--- src/design/deq_pkg.sv ---
// Shared types and constants for the double-ended queue.
`default_nettype none

package deq_pkg;

  // Default store geometry
  localparam int unsigned DEQ_DEPTH       = 16;
  localparam int unsigned DEQ_VALUE_WIDTH = 32;

  // Widths of the command, value and status ports
  localparam int unsigned CMD_WIDTH    = 3;
  localparam int unsigned PORT_WIDTH   = 32;
  localparam int unsigned STATUS_WIDTH = 2;

  // Depth of the command queue between front and back
  localparam int unsigned CMDQ_DEPTH = 2;

  // Operation codes, equal to the command codes on the port
  typedef enum logic [CMD_WIDTH-1:0] {
    OP_PUSH_FRONT = 3'd0,
    OP_PUSH_BACK  = 3'd1,
    OP_POP_FRONT  = 3'd2,
    OP_POP_BACK   = 3'd3,
    OP_DUMP       = 3'd4
  } op_e;

  // Result status codes
  typedef enum logic [STATUS_WIDTH-1:0] {
    ST_OK    = 2'd0,
    ST_EMPTY = 2'd1,
    ST_FULL  = 2'd2
  } status_e;

  // Back-end sequencer states
  typedef enum logic {
    BK_RUN,
    BK_DUMP
  } back_state_e;

endpackage

`default_nettype wire

--- src/design/deq_front.sv ---
// Command front end: takes transactions, drops unused codes, feeds the command queue.
`default_nettype none

module deq_front import deq_pkg::*; #(
  parameter int unsigned VALUE_WIDTH = DEQ_VALUE_WIDTH
) (
  input  wire logic                   clk_i,
  input  wire logic                   rst_ni,
  input  wire logic                   start_i,
  output      logic                   busy_o,
  input  wire logic [CMD_WIDTH-1:0]   command_i,
  input  wire logic [PORT_WIDTH-1:0]  push_value_i,
  // toward the command queue
  output      logic                   q_push_o,
  output      op_e                    q_op_o,
  output      logic [VALUE_WIDTH-1:0] q_value_o,
  input  wire logic                   q_full_i
);

  logic                   hold_valid_q, hold_valid_d;
  op_e                    hold_op_q, hold_op_d;
  logic [VALUE_WIDTH-1:0] hold_value_q, hold_value_d;
  logic                   accept;
  logic                   code_ok;
  op_e                    dec_op;
  logic [VALUE_WIDTH-1:0] in_value;

  // Fit the port value to the store width (zero fill when wider)
  if (VALUE_WIDTH <= PORT_WIDTH) begin : g_narrow
    assign in_value = push_value_i[VALUE_WIDTH-1:0];
  end else begin : g_wide
    assign in_value = {{(VALUE_WIDTH-PORT_WIDTH){1'b0}}, push_value_i};
  end

  // Command decode; codes past dump are dropped
  always_comb begin
    code_ok = 1'b1;
    dec_op  = OP_PUSH_FRONT;
    unique case (command_i)
      OP_PUSH_FRONT: dec_op = OP_PUSH_FRONT;
      OP_PUSH_BACK:  dec_op = OP_PUSH_BACK;
      OP_POP_FRONT:  dec_op = OP_POP_FRONT;
      OP_POP_BACK:   dec_op = OP_POP_BACK;
      OP_DUMP:       dec_op = OP_DUMP;
      default:       code_ok = 1'b0;
    endcase
  end

  assign busy_o   = hold_valid_q & q_full_i;
  assign accept   = start_i & ~busy_o;
  assign q_push_o = hold_valid_q & ~q_full_i;
  assign q_op_o   = hold_op_q;
  assign q_value_o = hold_value_q;

  // Holding stage update
  always_comb begin
    hold_valid_d = hold_valid_q & ~q_push_o;
    hold_op_d    = hold_op_q;
    hold_value_d = hold_value_q;
    if (accept && code_ok) begin
      hold_valid_d = 1'b1;
      hold_op_d    = dec_op;
      hold_value_d = in_value;
    end
  end

  always_ff @(posedge clk_i or negedge rst_ni) begin
    if (!rst_ni) begin
      hold_valid_q <= 1'b0;
    end else begin
      hold_valid_q <= hold_valid_d;
    end
  end

  always_ff @(posedge clk_i) begin
    hold_op_q    <= hold_op_d;
    hold_value_q <= hold_value_d;
  end

endmodule

`default_nettype wire

--- src/design/deq_cmd_queue.sv ---
// Short command queue between the front end and the back end.
`default_nettype none

module deq_cmd_queue import deq_pkg::*; #(
  parameter int unsigned VALUE_WIDTH = DEQ_VALUE_WIDTH
) (
  input  wire logic                   clk_i,
  input  wire logic                   rst_ni,
  input  wire logic                   push_i,
  input  wire op_e                    op_i,
  input  wire logic [VALUE_WIDTH-1:0] value_i,
  output      logic                   full_o,
  input  wire logic                   pop_i,
  output      logic                   valid_o,
  output      op_e                    op_o,
  output      logic [VALUE_WIDTH-1:0] value_o
);

  localparam int unsigned PTR_W = (CMDQ_DEPTH > 1) ? $clog2(CMDQ_DEPTH) : 1;
  localparam int unsigned CNT_W = $clog2(CMDQ_DEPTH + 1);

  op_e                    op_q    [CMDQ_DEPTH];
  logic [VALUE_WIDTH-1:0] value_q [CMDQ_DEPTH];
  logic [PTR_W-1:0]       wr_ptr_q, wr_ptr_d;
  logic [PTR_W-1:0]       rd_ptr_q, rd_ptr_d;
  logic [CNT_W-1:0]       count_q, count_d;
  logic                   do_push, do_pop;

  assign full_o  = (count_q == CNT_W'(CMDQ_DEPTH));
  assign valid_o = (count_q != '0);
  assign op_o    = op_q[rd_ptr_q];
  assign value_o = value_q[rd_ptr_q];
  assign do_push = push_i & ~full_o;
  assign do_pop  = pop_i & valid_o;

  // Pointer and fill count update
  always_comb begin
    wr_ptr_d = wr_ptr_q;
    rd_ptr_d = rd_ptr_q;
    count_d  = count_q;
    if (do_push) begin
      wr_ptr_d = (wr_ptr_q == PTR_W'(CMDQ_DEPTH - 1)) ? '0 : wr_ptr_q + PTR_W'(1);
    end
    if (do_pop) begin
      rd_ptr_d = (rd_ptr_q == PTR_W'(CMDQ_DEPTH - 1)) ? '0 : rd_ptr_q + PTR_W'(1);
    end
    case ({do_push, do_pop})
      2'b10:   count_d = count_q + CNT_W'(1);
      2'b01:   count_d = count_q - CNT_W'(1);
      default: count_d = count_q;
    endcase
  end

  always_ff @(posedge clk_i or negedge rst_ni) begin
    if (!rst_ni) begin
      wr_ptr_q <= '0;
      rd_ptr_q <= '0;
      count_q  <= '0;
    end else begin
      wr_ptr_q <= wr_ptr_d;
      rd_ptr_q <= rd_ptr_d;
      count_q  <= count_d;
    end
  end

  // Entry storage
  always_ff @(posedge clk_i) begin
    if (do_push) begin
      op_q[wr_ptr_q]    <= op_i;
      value_q[wr_ptr_q] <= value_i;
    end
  end

endmodule

`default_nettype wire

--- src/design/deq_back.sv ---
// Back end: ring store, end pointers and result generation.
`default_nettype none

module deq_back import deq_pkg::*; #(
  parameter int unsigned DEPTH       = DEQ_DEPTH,
  parameter int unsigned VALUE_WIDTH = DEQ_VALUE_WIDTH
) (
  input  wire logic                    clk_i,
  input  wire logic                    rst_ni,
  // from the command queue
  input  wire logic                    q_valid_i,
  input  wire op_e                     q_op_i,
  input  wire logic [VALUE_WIDTH-1:0]  q_value_i,
  output      logic                    q_pop_o,
  // result transaction
  output      logic                    out_valid_o,
  output      logic [PORT_WIDTH-1:0]   out_value_o,
  output      logic [STATUS_WIDTH-1:0] status_o,
  output      logic                    last_of_run_o
);

  localparam int unsigned IDX_W = $clog2(DEPTH);
  localparam int unsigned CNT_W = $clog2(DEPTH + 1);
  localparam logic [IDX_W:0] DEPTH_L = (IDX_W+1)'(DEPTH);

  // Ring store with registered read
  logic [VALUE_WIDTH-1:0] mem_q [DEPTH];
  logic [VALUE_WIDTH-1:0] rd_data_q;
  logic [IDX_W-1:0]       rd_addr;
  logic                   wr_en;
  logic [IDX_W-1:0]       wr_addr;

  back_state_e      state_q, state_d;
  logic [IDX_W-1:0] front_q, front_d;
  logic [CNT_W-1:0] count_q, count_d;
  logic [IDX_W-1:0] walk_idx_q, walk_idx_d;

  logic    res_valid_q, res_valid_d;
  status_e res_status_q, res_status_d;
  logic    res_last_q, res_last_d;
  logic    res_sel_q, res_sel_d;

  logic             take;
  logic             is_full, is_empty;
  logic [CNT_W-1:0] count_m1;
  logic             walk_last;
  logic [IDX_W-1:0] front_dec;
  logic [IDX_W-1:0] slot_back, slot_tail, slot_walk, slot_next;

  // Slot of front plus an offset below DEPTH, wrapped by one compare and subtract
  function automatic logic [IDX_W-1:0] wrap_add(input logic [IDX_W-1:0] base,
                                                input logic [IDX_W-1:0] off);
    logic [IDX_W:0] sum;
    sum = {1'b0, base} + {1'b0, off};
    if (sum >= DEPTH_L) begin
      sum = sum - DEPTH_L;
    end
    return sum[IDX_W-1:0];
  endfunction

  assign is_full   = (count_q == CNT_W'(DEPTH));
  assign is_empty  = (count_q == '0);
  assign count_m1  = count_q - CNT_W'(1);
  assign walk_last = ((CNT_W'(walk_idx_q) + CNT_W'(1)) == count_q);
  assign front_dec = (front_q == '0) ? IDX_W'(DEPTH - 1) : front_q - IDX_W'(1);
  assign slot_back = wrap_add(front_q, count_q[IDX_W-1:0]);
  assign slot_tail = wrap_add(front_q, count_m1[IDX_W-1:0]);
  assign slot_walk = wrap_add(front_q, walk_idx_q);
  assign slot_next = wrap_add(front_q, IDX_W'(1));

  assign take    = q_valid_i & (state_q == BK_RUN);
  assign q_pop_o = take;

  // Next state: a dump of more than one entry walks the store
  always_comb begin
    state_d = state_q;
    unique case (state_q)
      BK_RUN: begin
        if (take && (q_op_i == OP_DUMP) && (count_q > CNT_W'(1))) begin
          state_d = BK_DUMP;
        end
      end
      BK_DUMP: begin
        if (walk_last) begin
          state_d = BK_RUN;
        end
      end
      default: state_d = BK_RUN;
    endcase
  end

  // Operation datapath and result staging
  always_comb begin
    front_d      = front_q;
    count_d      = count_q;
    walk_idx_d   = walk_idx_q;
    wr_en        = 1'b0;
    wr_addr      = slot_back;
    rd_addr      = front_q;
    res_valid_d  = 1'b0;
    res_status_d = ST_OK;
    res_last_d   = 1'b1;
    res_sel_d    = 1'b0;
    unique case (state_q)
      BK_RUN: begin
        if (take) begin
          res_valid_d = 1'b1;
          unique case (q_op_i)
            OP_PUSH_FRONT: begin
              if (is_full) begin
                res_status_d = ST_FULL;
              end else begin
                wr_en   = 1'b1;
                wr_addr = front_dec;
                front_d = front_dec;
                count_d = count_q + CNT_W'(1);
              end
            end
            OP_PUSH_BACK: begin
              if (is_full) begin
                res_status_d = ST_FULL;
              end else begin
                wr_en   = 1'b1;
                wr_addr = slot_back;
                count_d = count_q + CNT_W'(1);
              end
            end
            OP_POP_FRONT: begin
              if (is_empty) begin
                res_status_d = ST_EMPTY;
              end else begin
                rd_addr   = front_q;
                res_sel_d = 1'b1;
                front_d   = slot_next;
                count_d   = count_m1;
              end
            end
            OP_POP_BACK: begin
              if (is_empty) begin
                res_status_d = ST_EMPTY;
              end else begin
                rd_addr   = slot_tail;
                res_sel_d = 1'b1;
                count_d   = count_m1;
              end
            end
            OP_DUMP: begin
              if (is_empty) begin
                res_status_d = ST_EMPTY;
              end else begin
                rd_addr    = front_q;
                res_sel_d  = 1'b1;
                res_last_d = (count_q == CNT_W'(1));
                walk_idx_d = IDX_W'(1);
              end
            end
            default: res_valid_d = 1'b0;
          endcase
        end
      end
      BK_DUMP: begin
        rd_addr     = slot_walk;
        res_valid_d = 1'b1;
        res_sel_d   = 1'b1;
        res_last_d  = walk_last;
        walk_idx_d  = walk_idx_q + IDX_W'(1);
      end
      default: res_valid_d = 1'b0;
    endcase
  end

  always_ff @(posedge clk_i or negedge rst_ni) begin
    if (!rst_ni) begin
      state_q     <= BK_RUN;
      front_q     <= '0;
      count_q     <= '0;
      walk_idx_q  <= '0;
      res_valid_q <= 1'b0;
    end else begin
      state_q     <= state_d;
      front_q     <= front_d;
      count_q     <= count_d;
      walk_idx_q  <= walk_idx_d;
      res_valid_q <= res_valid_d;
    end
  end

  always_ff @(posedge clk_i) begin
    res_status_q <= res_status_d;
    res_last_q   <= res_last_d;
    res_sel_q    <= res_sel_d;
  end

  // Store write and registered read
  always_ff @(posedge clk_i) begin
    if (wr_en) begin
      mem_q[wr_addr] <= q_value_i;
    end
    rd_data_q <= mem_q[rd_addr];
  end

  // Result ports; value is zero unless an entry was read
  logic [PORT_WIDTH-1:0] rd_port;
  if (VALUE_WIDTH >= PORT_WIDTH) begin : g_out_wide
    assign rd_port = rd_data_q[PORT_WIDTH-1:0];
  end else begin : g_out_narrow
    assign rd_port = {{(PORT_WIDTH-VALUE_WIDTH){1'b0}}, rd_data_q};
  end

  assign out_valid_o   = res_valid_q;
  assign out_value_o   = res_sel_q ? rd_port : '0;
  assign status_o      = res_status_q;
  assign last_of_run_o = res_last_q;

endmodule

`default_nettype wire

--- src/design/double_ended_queue.sv ---
// Double-ended queue top level: ring store of DEPTH values with push/pop at both ends and dump.
//
// A command transaction is taken at a clock edge where start_i is high and busy_o is low;
// codes five to seven are taken and dropped without a result. Push and pop give one result
// each and sustain one command per clock while no dump is running; the result appears on the
// out_* ports, marked by out_valid_o for one cycle, after the command has passed the holding
// stage, the command queue and the store access with its registered read. A dump
// gives one result per stored value, front to back, one per clock from the single read port
// of the ring store, with last_of_run_o on the final one; commands taken meanwhile wait in
// the two-entry command queue and busy_o rises once it and the holding stage are full.
// Results cannot be held off by the receiver.
`default_nettype none

module double_ended_queue import deq_pkg::*; #(
  parameter int unsigned DEPTH       = DEQ_DEPTH,
  parameter int unsigned VALUE_WIDTH = DEQ_VALUE_WIDTH
) (
  input  wire logic                    clk_i,
  input  wire logic                    rst_ni,
  input  wire logic                    start_i,
  output      logic                    busy_o,
  input  wire logic [CMD_WIDTH-1:0]    command_i,
  input  wire logic signed [PORT_WIDTH-1:0] push_value_i,
  output      logic                    out_valid_o,
  output      logic signed [PORT_WIDTH-1:0] out_value_o,
  output      logic [STATUS_WIDTH-1:0] status_o,
  output      logic                    last_of_run_o
);

  logic                   fq_push;
  op_e                    fq_op;
  logic [VALUE_WIDTH-1:0] fq_value;
  logic                   fq_full;
  logic                   qb_valid;
  op_e                    qb_op;
  logic [VALUE_WIDTH-1:0] qb_value;
  logic                   qb_pop;
  logic [PORT_WIDTH-1:0]  out_value;

  deq_front #(
    .VALUE_WIDTH (VALUE_WIDTH)
  ) u_front (
    .clk_i        (clk_i),
    .rst_ni       (rst_ni),
    .start_i      (start_i),
    .busy_o       (busy_o),
    .command_i    (command_i),
    .push_value_i (push_value_i),
    .q_push_o     (fq_push),
    .q_op_o       (fq_op),
    .q_value_o    (fq_value),
    .q_full_i     (fq_full)
  );

  deq_cmd_queue #(
    .VALUE_WIDTH (VALUE_WIDTH)
  ) u_cmd_queue (
    .clk_i   (clk_i),
    .rst_ni  (rst_ni),
    .push_i  (fq_push),
    .op_i    (fq_op),
    .value_i (fq_value),
    .full_o  (fq_full),
    .pop_i   (qb_pop),
    .valid_o (qb_valid),
    .op_o    (qb_op),
    .value_o (qb_value)
  );

  deq_back #(
    .DEPTH       (DEPTH),
    .VALUE_WIDTH (VALUE_WIDTH)
  ) u_back (
    .clk_i         (clk_i),
    .rst_ni        (rst_ni),
    .q_valid_i     (qb_valid),
    .q_op_i        (qb_op),
    .q_value_i     (qb_value),
    .q_pop_o       (qb_pop),
    .out_valid_o   (out_valid_o),
    .out_value_o   (out_value),
    .status_o      (status_o),
    .last_of_run_o (last_of_run_o)
  );

  assign out_value_o = out_value;

endmodule

`default_nettype wire
--- config.mk ---
export PLATFORM = sky130hd
export DESIGN_NAME = double_ended_queue
export DESIGN_NICKNAME = d
export VERILOG_FILES = /design/src/design/deq_pkg.sv /design/src/design/deq_front.sv /design/src/design/deq_cmd_queue.sv /design/src/design/deq_back.sv /design/src/design/double_ended_queue.sv
export SDC_FILE = /design/constraint.sdc
export NUM_CORES = 1
export LEC_CHECK = 0
export ABC_CLOCK_PERIOD_IN_PS = 8900
export BUFFER_PORTS_ARGS = -buffer_cell sky130_fd_sc_hd__buf_2
export CAP_MARGIN = 10
export CORE_MARGIN = 2
export CORE_UTILIZATION = 44
export CTS_BUF_LIST = sky130_fd_sc_hd__clkbuf_4
export DETAILED_ROUTE_END_ITERATION = 7
export PLACE_DENSITY = 0.66
export SLEW_MARGIN = 20
export SYNTH_ARGS = -nofsm -noshare
export SYNTH_HDL_FRONTEND = slang
export SYNTH_SLANG_ARGS = --single-unit
export TNS_END_PERCENT = 30
--- constraint.sdc ---
create_clock -name clk_i -period 8.9 [get_ports clk_i]
set_input_delay 1.335 -clock clk_i [delete_from_list [all_inputs] [get_ports clk_i]]
set_output_delay 1.335 -clock clk_i [all_outputs]
set_load 0.05 [all_outputs]
==> results.json, run 1 <==
{
  "status": "completed",
  "ys_top_cells_by_count": "edfxtp_1, mux2i_1, mux2_2, nand2_1, a21oi_1",
  "start_util_pct": 44.3,
  "area_growth_pct": 12.4,
  "cts_hold_buffers": 0,
  "postCtsSetupBuffers": 0,
  "first_global_vias": 14400,
  "synth_cells": 1550,
  "ys_types": 54,
  "path_max_fanout": 62,
  "std_cell_rows": 90,
  "post-route-cell-area_um2": 29900,
  "finalWeightedCongestion": 0.757,
  "tightest_slew_ns": 1.14,
  "crit_path_end_kind": "flop",
  "placed_area_um2": 27700,
  "dp.cells": 2350,
  "viasPerCell": 5.41,
  "grt_max_degree": 193,
  "drc": 0,
  "yosys_warnings": 0,
  "ctsResizeCount": 0,
  "wire_per_inst_um": 21.7,
  "crit_end": "u_back.rd_data_q[28]",
  "dieArea_um2": 62400,
  "first_pass_iters": 5,
  "fmax_mhz": 214,
  "drtIter0Drc": 1134,
  "setup_violations": 0,
  "dpl.hpwl_um": 27000,
  "slew_violations": 0,
  "synth.net_count": 1608,
  "fp.dieW_um": 250,
  "layout_min_cycle_time_ns": 4.67,
  "worstPathRequired_ns": 9.62,
  "core_um2": 60000,
  "antenna_found_initial": 2,
  "period_share_pct": 52.5,
  "critPathLaunch": "u_back.count_q[0]",
  "clkLatencyLatePin_ns": 0.88,
  "clk_pin_slew_ns": 0.07,
  "start_kind": "flop",
  "cap_violations": 0,
  "reg2reg_from": "u_back.count_q[0]",
  "track_usage_pct": 18.3,
  "ant_nets": 0,
  "top_level_ports": 75,
  "ys_ff_latch": 673,
  "grt_overflow": 0,
  "io_buffers": 74,
  "routed-via-count": 14300,
  "drive_above_1_share_pct": 26.9,
  "synth_ff_type": "edfxtp_1",
  "yosysTopAreaCell": "edfxtp_1",
  "synth_edf_count": 617,
  "grt_pass1_wl_um": 85000,
  "worst-setup-path-type": "flop to flop",
  "avgSynthCellArea_um2": 17.1,
  "ys_async_sr_fraction_pct": 2.97,
  "yosys.area.top_type_share_pct": 69.7,
  "rr_endpoint": "u_back.rd_data_q[28]",
  "synth.most_common_cell": "edfxtp_1",
  "ys_top_cells_by_area": "edfxtp_1, mux2i_1, mux2_2, dfxtp_1, dfrtp_1",
  "crit_arrival_ns": 5.39,
  "ff2ff_path_depth": 11,
  "cts_buffer_depth": 3,
  "rrSetupSlack_ns": 4.23,
  "nets": 1788,
  "rsz0062_at_grt": "no",
  "tns_ns": 0,
  "netlist_area_um2": 26600,
  "drt-total-wl_um": 57300,
  "hold_class": "input port to asynchronous set/reset pin",
  "yosysSeqAreaShare_pct": 74.3,
  "relSlewSlack_pct": 23.8,
  "cts_tree": "done",
  "finalHoldViolCount": 0,
  "ctsHtreeMaxLevel": 4,
  "cts_sinks": 673,
  "numCtsBuffers": 160,
  "die_y_um": 250,
  "fin_skew_ns": 0.0505,
  "finalNonFillerCells": 2637,
  "cts_root_buffer": "clkbuf_4"
}
## layout by cell type, fill, tap and decap left out, types with 17 or more instances in the layout
master,netlist,layout
a21oi_1,77,77
a221o_1,32,32
a22oi_1,65,65
and2_1,33,33
buf_2,24,74
buf_4,7,28
clkbuf_4,2,245
clkinv_1,1,27
dfrtp_1,20,19
dfxtp_1,36,36
edfxtp_1,617,617
ha_1,17,17
mux2_2,100,100
mux2i_1,199,199
nand2_1,88,88
nor2_1,30,18
o22ai_1,36,36
## metrics by stage
stage | util, % | hold slack (ns) | setup slack (ns)
after global placement | 46.2 | 0.425 | 4.40
after detailed placement | 46.2 | 0.429 | 4.34
after global routing | 49.8 | 0.409 | 4.12
final | 49.8 | 0.425 | 4.23
after CTS | 49.8 | 0.362 | 4.31
after floorplan | - | 0.421 | 3.14
## registers in the layout (all words and copies together) (netlist names), 4 cells and up
signal,flops
u_back.walk_idx_q,4
u_back.count_q,5
u_back.mem_q,512
u_cmd_queue.value_q,64
u_cmd_queue.op_q,6
u_back.rd_data_q,32
u_back.front_q,4
u_front.q_value_o,32
## how the worst min path moves through the flow
| stage | from | to | slack (ns) | cells past startpoint |
|---|---|---|---|---|
| floorplan | u_front.q_op_o[0] | u_cmd_queue.op_q[0][0] | 0.42 | 0 |
| global placement | u_front.q_value_o[10] | u_cmd_queue.value_q[1][10] | 0.42 | 0 |
| detailed placement | u_front.q_value_o[31] | u_cmd_queue.value_q[1][31] | 0.43 | 0 |
| CTS | rst_ni | u_back.walk_idx_q[0] | 0.36 | 1 |
| global route | rst_ni | u_back.state_q | 0.41 | 1 |
| finish | rst_ni | u_back.walk_idx_q[0] | 0.42 | 1 |
## routing by layer
layer  vias up  global-route usage (%)  wire [um]
met5         -                       0          0
met4         0                    7.19       1250
met3       109                    3.57       3690
met2       510                    29.5      27700
met1      7126                    24.4      24700
li1       6518                       -          -
## cell type report
cell class	count	area, um2
Timing Repair Buffer	104	621
Multi-Input combinational cell	777	6340
Antenna cell	1	2.50
Clock buffer	245	1840
Tap cell	782	978
Inverter	14	52.6
Fill cell	4962	30100
Clock inverter	41	299
Sequential cell	673	19800
## logic make-up (layout without fill, tap and decap cells)
kind of cell | count (synthesis) | count (layout) | share of synthesized area, %
flip-flops | 673 | 673 | 74.3
AND/OR/NAND/NOR | 189 | 189 | 3.37
XOR/XNOR | 28 | 28 | 0.923
multiplexers | 299 | 299 | 11.7
other | 0 | 1 | 0
adder cells (fa/ha/maj) | 20 | 20 | 1.03
buffers and inverters | 100 | 404 | 2.46
AO/OA/AOI/OAI | 241 | 241 | 6.20
## critical path: stages (launching register included)
cell     delay (ns)
dfrtp_1        0.53
inv_1          0.14
ha_1           0.35
fa_1           0.47
or3_4          0.42
a31oi_4        0.17
buf_4          0.57
buf_4          0.86
mux2i_1        0.27
mux2_2         0.18
o22ai_1        0.09
a221o_1        0.35
Power of run 1 is not shown: default switching activity piles up to over one toggle a cycle in this logic, so the estimate is an artifact.
==> run 2, diff against run 1 <==
--- a/config.mk
+++ b/config.mk
@@ -5,7 +5,7 @@
 export SDC_FILE = /design/constraint.sdc
 export NUM_CORES = 1
 export LEC_CHECK = 0
-export ABC_CLOCK_PERIOD_IN_PS = 8900
+export ABC_CLOCK_PERIOD_IN_PS = 4800
 export BUFFER_PORTS_ARGS = -buffer_cell sky130_fd_sc_hd__buf_2
 export CAP_MARGIN = 10
 export CORE_MARGIN = 2
==> constraint.sdc (replaced) <==
create_clock -name clk_i -period 4.8 [get_ports clk_i]
set_input_delay 0.72 -clock clk_i [delete_from_list [all_inputs] [get_ports clk_i]]
set_output_delay 0.72 -clock clk_i [all_outputs]
set_load 0.05 [all_outputs]
==> run 2 against run 1 <==
Compared with the run above: sequential cell count stayed put; count of clock-buffer cells in the layout is 5 higher; critical path depth is 1 lower; wire length up 2.8%; largest cell class unchanged; worst setup slack worse by 3.5 ns; highest routed layer unchanged; critical path type unchanged; clock skew down 0.011 ns; maximum frequency increased by 14%; cell count increased by 2.4%; utilization is 1.2 points higher; worst hold slack worse by 0.21 ns; sequential share of layout area is 1.5 points lower.
==> results.json, run 2 (synthesis gave the netlist of run 1 again) <==
{
  "status": "completed",
  "use_met1_pct": 25.3,
  "ctsResizeCount": 0,
  "fillerInstances": 4886,
  "numCtsBuffers": 162,
  "grt_pass1_wl_um": 88100,
  "worst-setup-path-type": "flop to flop",
  "rsz0062_at_grt": "no",
  "fmax_mhz": 245,
  "cp.depth": 10,
  "critPathTopFamily": "compound AO/OA/AOI/OAI gates",
  "reg_top3": "u_back.mem_q x512, u_cmd_queue.value_q x64",
  "drtIter0Drc": 1373,
  "ant_nets": 0,
  "critPathMaxStageDelay_ns": 0.60,
  "largest_register_ffs": 512,
  "grt_overflow": 0,
  "setup_violations": 0,
  "final_cell_mix": "edfxtp_1, clkbuf_4, mux2i_1",
  "multi_input_area_um2": 6340,
  "die_y_um": 250,
  "final_common_cell": "edfxtp_1",
  "cts_tree": "done",
  "path_max_fanout": 86,
  "use_met3_pct": 4.95,
  "nets": 1840,
  "slew_violations": 0,
  "fin_skew_ns": 0.0399,
  "layout_min_cycle_time_ns": 4.08,
  "top_usage_layer": "met2",
  "start_kind": "flop",
  "crit_arrival_ns": 4.94,
  "critPathLaunch": "u_cmd_queue.rd_ptr_q",
  "core_um2": 60000,
  "cts_sinks": 673,
  "viasPerCell": 5.40,
  "drc": 0,
  "rr_endpoint": "u_back.rd_data_q[9]",
  "routed-via-count": 14600,
  "met2_usage_pct": 30.5,
  "track_usage_pct": 19.1,
  "whs_ns": 0.219,
  "wire_per_inst_um": 21.8,
  "io_buffers": 74,
  "first_global_vias": 14900,
  "relSlewSlack_pct": 26.4,
  "area_growth_pct": 15.1,
  "rrSetupSlack_ns": 0.72,
  "top_level_ports": 75,
  "tns_ns": 0,
  "period_share_pct": 85.1,
  "placed_area_um2": 27900,
  "tightest_slew_ns": 1.10,
  "finalWeightedCongestion": 0.783,
  "cpMaxStageDelayCell": "dfrtp_2",
  "drt-total-wl_um": 58900,
  "crit_path_end_kind": "flop",
  "start_util_pct": 44.3,
  "path_cells": "buf_4 -> nand2_1 -> o22a_1 -> or3_4 -> a31oi_4 -> buf_12 -> mux2i_1 -> mux2_2 -> o22ai_1 -> a221o_1",
  "drive_above_1_share_pct": 27.0,
  "ff_latch_area_um2": 19800,
  "ff2ff_path_depth": 10,
  "largest_register": "u_back.mem_q",
  "cts_root_buffer": "clkbuf_4",
  "cts_buffer_depth": 3,
  "first_pass_iters": 5,
  "post-route-cell-area_um2": 30600,
  "dpl.hpwl_um": 30100,
  "grt_max_degree": 87,
  "worstPathRequired_ns": 5.66,
  "cap_violations": 0,
  "crit_end": "u_back.rd_data_q[9]",
  "finalHoldViolCount": 0,
  "std_cell_rows": 90,
  "clk_pin_slew_ns": 0.07,
  "dieArea_um2": 62400,
  "antenna_found_initial": 1,
  "fp.dieW_um": 250,
  "cp.buffers_inverters": 2,
  "hold_class": "input port to flop",
  "reg2reg_from": "u_cmd_queue.rd_ptr_q",
  "clkLatencyLatePin_ns": 0.98,
  "ctsHtreeMaxLevel": 4
}
[run 2: area by class of cell]
cell class / instances / area share, %
Tap cell: 782 / 3.20
Clock inverter: 48 / 1.44
Timing Repair Buffer: 154 / 3.77
Sequential cell: 673 / 64.6
Multi-Input combinational cell: 777 / 20.7
Clock buffer: 250 / 6.14
Inverter: 14 / 0.172
Antenna cell: 1 / 0.00818
[run 2: how the worst min path moves through the flow]
stage	slack [ns]	endpoint	cells after the start	start
after global routing	0.15	u_front.hold_valid_q	4	command_i[1]
final	0.22	u_front.hold_valid_q	4	command_i[1]
after detailed placement	0.43	u_cmd_queue.value_q[0][27]	0	u_front.q_value_o[27]
after global placement	0.42	u_cmd_queue.value_q[0][21]	0	u_front.q_value_o[21]
after floorplan	0.42	u_back.count_q[0]	0	rst_ni
after CTS	0.08	u_front.hold_valid_q	4	command_i[1]
[run 2: tightest hold or removal path: stages]
cell and delay, ns:
buf_2 0.10, o21ai_0 0.08, nand2_1 0.13, o21ai_0 0.10
[run 2: metrics by stage]
step,cells,setup slack [ns],util (%)
final,2699,0.715,51.0
after global routing,2699,0.544,51.0
after CTS,2698,0.724,51.0
after detailed placement,2362,0.701,46.5
after global placement,2362,0.843,46.5
after floorplan,1550,-0.963,-
[run 2: layer usage]
metal,routed length [um],up-vias
li1,-,6629
met1,25400,7304
met2,28300,535
met3,4110,97
met4,1080,0
met5,0,-
[run 2: timing repair]
action	CTS	global route
hold buffers	38	0
endpoints found under the hold margin	56	0
buffers inserted	0	0
Power of run 2 is left out for the same reason.
